<file path="config.mk">
export PLATFORM = sky130hd
export DESIGN_NAME = tpcr_front
export DESIGN_NICKNAME = d
export VERILOG_FILES = /design/src/hw/rtl/telemetry_path_cost_ranker_defines.svh /design/src/hw/rtl/tpcr_pkg.sv /design/src/hw/rtl/tpcr_front.sv
export SDC_FILE = /design/constraint.sdc
export NUM_CORES = 1
export LEC_CHECK = 0
export ABC_AREA = 1
export BUFFER_PORTS_ARGS = -buffer_cell sky130_fd_sc_hd__buf_2
export CORE_MARGIN = 1
export CORE_UTILIZATION = 45
export DETAILED_ROUTE_END_ITERATION = 10
export PLACE_DENSITY = 0.79
export SYNTH_ARGS = -nofsm -noshare
export SYNTH_HDL_FRONTEND = slang
export SYNTH_SLANG_ARGS = --single-unit
</file>
<file path="constraint.sdc">
create_clock -name clk -period 3.6 [get_ports clk]
set_clock_uncertainty 0.1 [all_clocks]
set_input_delay 0.36 -clock clk [delete_from_list [all_inputs] [get_ports clk]]
set_output_delay 0.36 -clock clk [all_outputs]
set_load 0.03 [all_outputs]
</file>
<file path="src/hw/rtl/telemetry_path_cost_ranker_defines.svh">
// ----------------------------------------------------------------------------
// telemetry_path_cost_ranker_defines
// Assertion macros used by the ranker top level.
// ----------------------------------------------------------------------------
`ifndef TELEMETRY_PATH_COST_RANKER_DEFINES_SVH
`define TELEMETRY_PATH_COST_RANKER_DEFINES_SVH

// Implication check, reset gated.
`define TPCR_ASSERT_IMP(label, clk, rst_n, a, c) \
	label: assert property (@(posedge clk) disable iff (!rst_n) (a) |-> (c)) \
		else $error("assertion failed");

// Next-cycle implication check, reset gated.
`define TPCR_ASSERT_NEXT(label, clk, rst_n, a, c) \
	label: assert property (@(posedge clk) disable iff (!rst_n) (a) |=> (c)) \
		else $error("assertion failed");

`endif

</file>
<file path="src/hw/rtl/tpcr_pkg.sv">
// ----------------------------------------------------------------------------
// tpcr_pkg
// Shared types and constants of the telemetry path cost ranker.
// ----------------------------------------------------------------------------
package tpcr_pkg;

	localparam int NODES    = 16;
	localparam int SWITCHES = 16;
	localparam int PORTS    = 8;
	localparam int MAX_HOPS = 8;
	localparam int WINDOW   = 5;

	localparam logic [18:0] SAT19 = 19'h7FFFF;

	localparam logic [1:0] OP_PROBE = 2'd0;
	localparam logic [1:0] OP_LOAD  = 2'd1;
	localparam logic [1:0] OP_RANK  = 2'd2;
	localparam logic [1:0] OP_NOP   = 2'd3;

	localparam logic [1:0] STRAT_QSUM = 2'd0;
	localparam logic [1:0] STRAT_HOPS = 2'd1;

	// Register byte addresses
	localparam logic [2:0] REG_MIN_NODE = 3'd0;
	localparam logic [2:0] REG_MAX_NODE = 3'd4;

	// Insert index marking a hop accumulate step
	localparam logic [4:0] INS_ACC = 5'h1F;

	localparam logic [1:0] QDEPTH = 2'd2;

	// One queued command between front and back.
	typedef struct packed {
		logic [1:0]  opcode;
		logic [3:0]  switch_id;
		logic [2:0]  port_id;
		logic [15:0] queue_depth;
		logic [3:0]  source_node;
		logic [3:0]  dest_node;
		logic [2:0]  hop_index;
		logic [3:0]  hop_count;
		logic [1:0]  strategy;
	} cmd_t;

	// One result item.
	typedef struct packed {
		logic        result_kind;
		logic [3:0]  ranked_node;
		logic [18:0] path_cost;
		logic [18:0] window_sum;
		logic        last;
	} res_t;

endpackage

</file>
<file path="src/hw/rtl/tpcr_front.sv">
// ----------------------------------------------------------------------------
// tpcr_front
// Accepts items, drops unused opcodes, and queues the rest for the back end.
// ----------------------------------------------------------------------------
module tpcr_front (
	input  logic               clk,
	input  logic               arst_n,
	input  logic               in_valid,
	output logic               in_ready,
	input  tpcr_pkg::cmd_t     in_cmd,
	output logic               q_valid,
	input  logic               q_ready,
	output tpcr_pkg::cmd_t     q_cmd
);

	tpcr_pkg::cmd_t mem_q [tpcr_pkg::QDEPTH];
	logic       wp_q, rp_q;
	logic [1:0] cnt_q;
	logic       push, pop;

	assign in_ready = (cnt_q != tpcr_pkg::QDEPTH);
	// Unused opcode is taken and discarded.
	assign push  = in_valid && in_ready && (in_cmd.opcode != tpcr_pkg::OP_NOP);
	assign pop   = q_valid && q_ready;
	assign q_valid = (cnt_q != 2'd0);
	assign q_cmd = mem_q[rp_q];

	always_ff @(posedge clk) begin
		if (push) begin
			mem_q[wp_q] <= in_cmd;
		end
	end

	always_ff @(posedge clk or negedge arst_n) begin
		if (!arst_n) begin
			wp_q  <= 1'b0;
			rp_q  <= 1'b0;
			cnt_q <= 2'd0;
		end else begin
			if (push) begin
				wp_q <= ~wp_q;
			end
			if (pop) begin
				rp_q <= ~rp_q;
			end
			cnt_q <= cnt_q + {1'b0, push} - {1'b0, pop};
		end
	end

endmodule

</file>
* After elaboration in Yosys (flattened, before gate mapping)
Memory sizes are Yosys's and may differ from the RTL's. Index checks and enable logic that the tools add are counted. Widths: inputs -> output; s select.
Operators by class: reductions and logical operators 4, $add $sub $neg 2, bitwise gates (word level) 2, equal/unequal tests 2, multiplexer cells 2
Operators by type and width (count):
- $ne 2x2->1 const B | 2
- $logic_and 1x1->1 | 3
- $add 2x1->2 | 1
- $mux 1 | 2
- $not 1->1 | 2
- $reduce_bool 2->1 | 1
- $sub 2x1->2 | 1
Storage, ports and cells: memories kept 1, input bits 46, memory bits (writable) 84, register bits 4, logic and storage cells 16, output and inout port bits 44
Memories:
- mem_q | depth 2, width 42, rd ports 1, clocked after memory_dff 0, wr ports 1, RTL line tpcr_front.sv:16 | tpcr_pkg::cmd_t mem_q [tpcr_pkg::QDEPTH];

* Longest topological paths before layout
Gate-level depths: netlist of the first run.
depth in word-level cells 5, gate-level depth with buffers 10, mapped depth without buffers 10

* Least setup slack after synthesis of the first run
Ideal clock, no wire load.
path kind flip-flop to flip-flop, start point reg cnt_q[1], end point mem mem_q[1][0] in the netlist's numbering, enable pin, required time 3058 ps, path buffers 0, setup time 442 ps, cell stages (with the launch flop) 4, slack 454 ps, period minus slack after synthesis 3146 ps, arrival 2604 ps, path through dfrtp_1 > nand2_1 > nand3_1 > nor2_1
Between the ends: word-level cells in the longest chain between the ends 5
RTL lines:
- from (decl) | RTL line tpcr_front.sv:18 | logic [1:0] cnt_q;
- from (signal assigned) | RTL line tpcr_front.sv:46 | cnt_q <= cnt_q + {1'b0, push} - {1'b0, pop};
- $ne 2x2->1 | RTL line tpcr_front.sv:21 | assign in_ready = (cnt_q != tpcr_pkg::QDEPTH);
- net in_ready | RTL line tpcr_front.sv:9 | output logic in_ready,
- $logic_and 1x1->1 (2 in a row) | RTL line tpcr_front.sv:23 | assign push = in_valid && in_ready && (in_cmd.opcode != tpcr_pkg::OP_NOP);
- $mux 1 | RTL line tpcr_front.sv:29 | if (push) begin
- $mux 1 (implied by the code) | RTL line tpcr_front.sv:30 | mem_q[wp_q] <= in_cmd;
- to (decl) | RTL line tpcr_front.sv:16
The timed path passes the listed nets, and every way through them passes these cells.

* Worst setup path after layout of the first run
start point reg cnt_q[1], end point mem mem_q[1][10] in the netlist's numbering, enable pin
Between the ends: word-level cells in the longest chain between the ends 5
RTL lines (RTL line):
- $ne 2x2->1 | tpcr_front.sv:21
- $logic_and 1x1->1 (2 in a row) | tpcr_front.sv:23
- $mux 1 | tpcr_front.sv:29
- $mux 1 (implied by the code) | tpcr_front.sv:30
No other way between the ends.

==> metrics.md, run 1 <==
| Metric | Value |
|---|---|
| Fin crit share | 0.584 |
| Post-Place Setup Slack | 1.40 ns |
| Synthesized area | around 3300 µm² |
| Gr usage total | 0.156 |
| Peak supply drop | 0.400 mV |
| DRC viols | 0 |
| Core region area | 6940 µm² |
| Worst path max stage delay | about 0.60 ns |
| Final ANT Viol Nets | 0 |
| HP Class | input pin to flip-flop |
| Synth cell types | 11 |
| Vias/cell | 4.59 |
| Crit path buf inv count | 1 |
| Yosys warns | 0 |
| Status | finished clean |
| N_diodes | 0 |
| Nets | 394 |
| WS Path Type | flip-flop to flip-flop |
| Vias in the first global route | 1903 |
| Hold Path Cell Cnt | 1 |
| CP max FO | 25 |
| Number of synthesized register bits | 88 |
| Cell family with most CP delay | simple AND/OR/NAND/NOR gates |
| Max clock buf depth | 2 |
| CTS sink count | 88 |
| Die W | about 90 µm |
| Largest net degree at the start of global routing | 44 |
| Highest achievable clock rate | 0.475 GHz |
| Multi-input logic area | between 500 and 600 µm² |
| Final hold viol count | 0 |
| Startpoint type of the worst setup path | flip-flop |
| Die Ht | ~90 µm |
| FF/Latch Area | 2620 µm² |
| Most frequent cells in the layout | nand2_1, buf_2, edfxtp_1 |
| Worst-path clk slew | 0.09 ns |
| Detailed Place HPWL | 3580 µm |
| CTS buffer count | 9 |
| Critical path depth | 4 |
| Slew Limit Headroom | 0.389 |
| Antenna violations before repair | 0 |
| Crit path required time | between 3 and 4 ns |
| Syn Area/Cell | 13.2 µm² |
| Crit path time final | 2.10 ns |
| Rows | 30 |
| Setup_tns | 0 ns |
| Area growth from synthesis to layout | 22.8% |
| Final WS setup | 1.50 ns |
| Layout cells sized above 1 | 0.313 |
| # resized after CTS | 0 |
| Leakage power | 0.00179 µW |
| Max-slew violation count | 0 |
| IO Pins | 90 |
| Max Cap Viol | 0 |
| Fill cells | 546 |
| RSZ-0062 raised after global routing | false |
| DR WL/cell | 12.6 µm |
| Clock Latency Late Sink | 0.34 ns |
| R2R depth | 4 |
| Routed wire length | 5610 µm |
| CTS H-tree depth | 3 |
| Crit-path cells | nand2_1 > nand3_1 > nor2_4 > buf_4 |
| Drt first pass iters | 4 |
| Final Wtd Congestion | 0.690 |
| Worst setup EP type | flip-flop |
| DR iter-0 viols | 76 |
| First-pass GRT wire length | roughly 8600 µm |
| Pwr Density | 867 nW/µm² |
| Slowest cell on crit path | nor2_4 |
| Port Buffers | 89 |
| CTS tree | built |
| Commonest non-fill, non-tap cell in the layout | nand2_1 |
| Cell count after synthesis | 252 |
| Net Count, Synth | 300 |
| Initial Util | 0.478 |
| Root Buffer | clkbuf_8 |
| Crit path DAT | 2.03 ns |
| Vias | 2050 |
| Final setup vio count | 0 |
| Slew @ Worst Pin | 0.916 ns |
| Sequential share of the synthesized area | 0.790 |
| Die ar. | 7720 µm² |
| Gr ovfl total | 0 |
==> power breakdown <==
group          internal, µW  switching (µW)  total [µW]
clock network           462             334         795
logic                   325            1020        1350
registers              1340            50.0        1390
total                  2130            1410        3530
==> flip-flops by register name, indices dropped and copies added, names as in the netlist <==
register / count
rp_q: 1
mem_q: 84
wp_q: 1
cnt_q: 2
==> worst reg2reg max path, cell delays in order, from the launching register on <==
cell and delay [ns]:
dfrtp_1 0.40, nand2_1 0.11, nand3_1 0.18, nor2_4 0.60, buf_4 0.39
==> synth_stat cells <==
cell type  number  area [µm²]
nand2_1       139         522
edfxtp_1       84        2520
inv_1           8        30.0
buf_6           5        56.3
buf_4           4        30.0
dfrtp_1         4         100
nand3_1         3        15.0
ha_1            2        25.0
inv_6           1        8.76
nand4_1         1        6.26
nor2_1          1        3.75
==> per-stage QoR <==
step | instances | util | area [µm²] | total power [µW] | hold WS (ns)
floorplan | 252 | - | 3320 | 2450 | -0.0356
global placement | 430 | 0.550 | 3820 | 2750 | 0.0678
detailed placement | 430 | 0.550 | 3820 | 2780 | 0.0702
CTS | 447 | 0.587 | 4080 | 3570 | 0.0767
global route | 447 | 0.587 | 4080 | 3740 | 0.0611
finish | 447 | 0.587 | 4080 | 3530 | 0.0926
==> kinds of logic (layout without fill, tap and decap cells) <==
kind of cell             Yosys count  count (layout)  synth area share
flip-flops                        88              88             0.790
adder cells (fa/ha/maj)            2               2           0.00754
AND/OR/NAND/NOR                  144             144             0.165
buffers and inverters             18             117            0.0377
==> per-layer routing <==
layer	wire (µm)	GRT usage	share of wire	up-vias
li1	-	-	-	1029
met3	380	0.0575	0.068	7
met2	2730	0.249	0.49	73
met4	69	0.0730	0.012	0
met5	0	0	0	-
met1	2430	0.191	0.43	941
==> cell type report <==
type	instances	area share
Sequential cell	88	0.644
Inverter	9	0.00952
Clock buffer	9	0.0304
Multi-Input combinational cell	146	0.142
Timing Repair Buffer	92	0.115
Tap cell	96	0.0295
Clock inverter	7	0.0295
==> final timing paths <==
path,startpoint,endpoint,slack [ns]
max,cnt_q[1],mem_q[1][10],1.50
min,in_cmd[21],mem_q[1][21],0.09
max reg2reg,cnt_q[1],mem_q[1][10],1.50
min reg2reg,wp_q,wp_q,0.40
max in group asynchronous,arst_n,rp_q,3.05
min in group asynchronous,arst_n,wp_q,0.24
==> timing repair <==
item,4_1_cts,5_1_grt
buffers inserted,0,0
hold buffers,1,0
endpoints found under the hold margin,4,0
Power figures use the tool's default switching activity.
==> run 2: changes to the inputs <==
Settings changed: PLACE_DENSITY 0.79 to 0.82.
Clock period 3.6 ns to 1.7 ns, I/O delays scaled along.
==> run 2 against run 1 <==
  * Sequential power grew 110%
  * Sequential cell count is the same
  * Cell count grew 11%
  * Critical path type is now flip-flop to output port
  * Critical endpoint is now q_cmd[9]
  * Largest cell class unchanged
==> metrics.md, run 2 (synthesis results as in run 1) <==
| Metric | Value |
|---|---|
| Post-Place Setup Slack | 0.193 ns (-1.20 ns) |
| Highest achievable clock rate | 0.617 GHz |
| Flop2flop setup slack | 0.19 ns (-1.31 ns) |
| Rows | 30 (unchanged) |
| R2R Path Start | cnt_q[1] |
| Max-slew violation count | 0 (unchanged) |
| Detailed Place HPWL | 3700 µm (+3.3%) |
| Crit-path cells | buf_4 > nand2_1 > nand2_1 > buf_2 |
| Gr usage total | 0.167 (+0.0111) |
| Initial Util | 0.478 (unchanged) |
| Top flop regs | mem_q x84, cnt_q x2 |
| FF/Latch Area | 2620 µm² (about the same) |
| CTS sink count | 88 (unchanged) |
| Die W | 87.9 µm (unchanged) |
| Port Buffers | 89 (unchanged) |
| R2R Path End | cnt_q[1] |
| Largest net degree at the start of global routing | 44 (unchanged) |
| RSZ-0062 raised after global routing | true |
| DR iter-0 viols | 76 (unchanged) |
| Core region area | 6940 µm² (unchanged) |
| Crit path top cell by count | nand2_1 |
| N_diodes | 0 (unchanged) |
| Post-CTS setup buffer count | 0 (unchanged) |
| Pwr Density | 1650 nW/µm² (+90%) |
| Slowest cell on crit path | dfrtp_2 |
| Crit path time final | between 1.5 and 2 ns |
| Setup_tns | 0 ns (unchanged) |
| Fin crit share | 0.954 |
| IO Pins | 90 (unchanged) |
| Root Buffer | clkbuf_8 |
| Die Ht | 87.9 µm (unchanged) |
| Slew @ Worst Pin | 0.235 ns (-0.681 ns) |
| Largest Register | mem_q |
| Vias/cell | 4.47 (-2.4%) |
| Drt first pass iters | 4 (unchanged) |
| Final hold viol count | 0 (unchanged) |
| Status | finished clean |
| Commonest non-fill, non-tap cell in the layout | nand2_1 |
| HP Class | input pin to async pin |
| Clock Latency Late Sink | 0.33 ns (about the same) |
| Crit path DAT | 1.35 ns (-0.68 ns) |
| CP max FO | 12 (-52%) |
| Startpoint type of the worst setup path | flip-flop |
| Peak supply drop | 0.925 mV (+130%) |
| Leakage power | 0.00199 µW (+11%) |
| Nets | 442 (+12%) |
| Gr ovfl total | 0 (unchanged) |
| Final WS setup | 0.0789 ns (-1.42 ns) |
| Worst-path clk slew | 0.08 ns (about the same) |
| Final ANT Viol Nets | 0 (unchanged) |
| Final core occ | 0.658 (+0.0712) |
| Worst setup EP type | output port |
| Die ar. | 7720 µm² (unchanged) |
| Vias in the first global route | 2113 (+11%) |
| First-pass GRT wire length | 9400 µm (+9.3%) |
| Routed wire length | 6160 µm (+9.8%) |
| Slew Limit Headroom | 0.843 (+0.455) |
| DRC viols | 0 (unchanged) |
| Antenna violations before repair | 0 (unchanged) |
| R2R depth | 10 (+6) |
| Max clock buf depth | 2 (unchanged) |
| Multi-input logic area | 592 µm² (+2.2%) |
| Final setup vio count | 0 (unchanged) |
| Max Cap Viol | 0 (unchanged) |
| Vias | 2215 (+8.0%) |
| Worst path max stage delay | 0.47 ns (-0.13 ns) |
| Area growth from synthesis to layout | 37.7% |
| Max reg flops | 84 (unchanged) |
| Most frequent cells in the layout | nand2_1, buf_2, edfxtp_1 |
| Crit path buf inv count | 2 (+1) |
| Crit path required time | 1.43 ns (-2.10 ns) |
| DR WL/cell | 12.4 µm (-0.88%) |
| Cell family with most CP delay | flip-flops |
| CTS H-tree depth | 3 (unchanged) |
| Placed Area | 3900 µm² (+2.1%) |
| CTS tree | built |
| CTS buffer count | 9 (unchanged) |
| WS Path Type | flip-flop to output port |
| Fill cells | 481 (-12%) |
| Final instance area | 4570 µm² (+12%) |
| Final Wtd Congestion | 0.720 (+4.3%) |
| Layout cells sized above 1 | 0.296 (-0.0177) |
## run 2: cell count changes in the layout (fill, tap and decap cells not counted), moves of 2 or more
cell | before | now
dlygate4sd3_1 | 1 | 44
clkbuf_1 | 0 | 2
inv_1 | 7 | 5
buf_6 | 0 | 2
buf_12 | 0 | 2
## run 2: power breakdown
part           internal [µW]  switching, µW  total [µW]
clock                    829            668        1500
combinational            865           2190        3060
sequential              2840            136        2970
## run 2: how the worst max path moves through the flow
stage | start | to | slack [ns] | cells past startpoint
after floorplan | cnt_q[0] | mem_q[0][0] | -0.12 | 4
after global placement | cnt_q[1] | cnt_q[1] | 0.22 | 10
after detailed placement | cnt_q[1] | cnt_q[1] | 0.19 | 10
after CTS | rp_q | q_cmd[35] | 0.0001 | 4
after global routing | rp_q | q_cmd[35] | -0.02 | 4
final | rp_q | q_cmd[9] | 0.08 | 4
## run 2: repair_timing
item | 4_1_cts | 5_1_grt
hold buffers | 44 | 0
setup endpoints to repair | 31 | 35
resized for setup | 1 | 4
hold endpoints to repair | 89 | 0
pin swaps | 0 | 0
## run 2: per-stage QoR
stage / hold WS [ns] / power [µW] / std cells
2_1_floorplan: -0.226 / 5210 / 252
3_3_place_gp: -0.121 / 5940 / 435
3_5_place_dp: -0.117 / 6000 / 435
4_1_cts: 0.0461 / 7580 / 495
5_1_grt: 0.0756 / 7970 / 495
6_report: 0.0959 / 7530 / 495
## run 2: metal layers
layer	up-vias	GRT usage	part of all wire
met5	-	0	0
met4	0	0.0775	0.0089
met3	7	0.0358	0.046
met2	65	0.304	0.53
met1	1023	0.188	0.41
li1	1120	-	-
## run 2: area by class of cell
type                       count  share of cell area
timing repair buffer         140               0.212
clock inverter                 5              0.0178
inverter                       9              0.0110
tap                           96              0.0263
clock buffer                  11              0.0288
multi-input combinational    146               0.130
sequential                    88               0.574
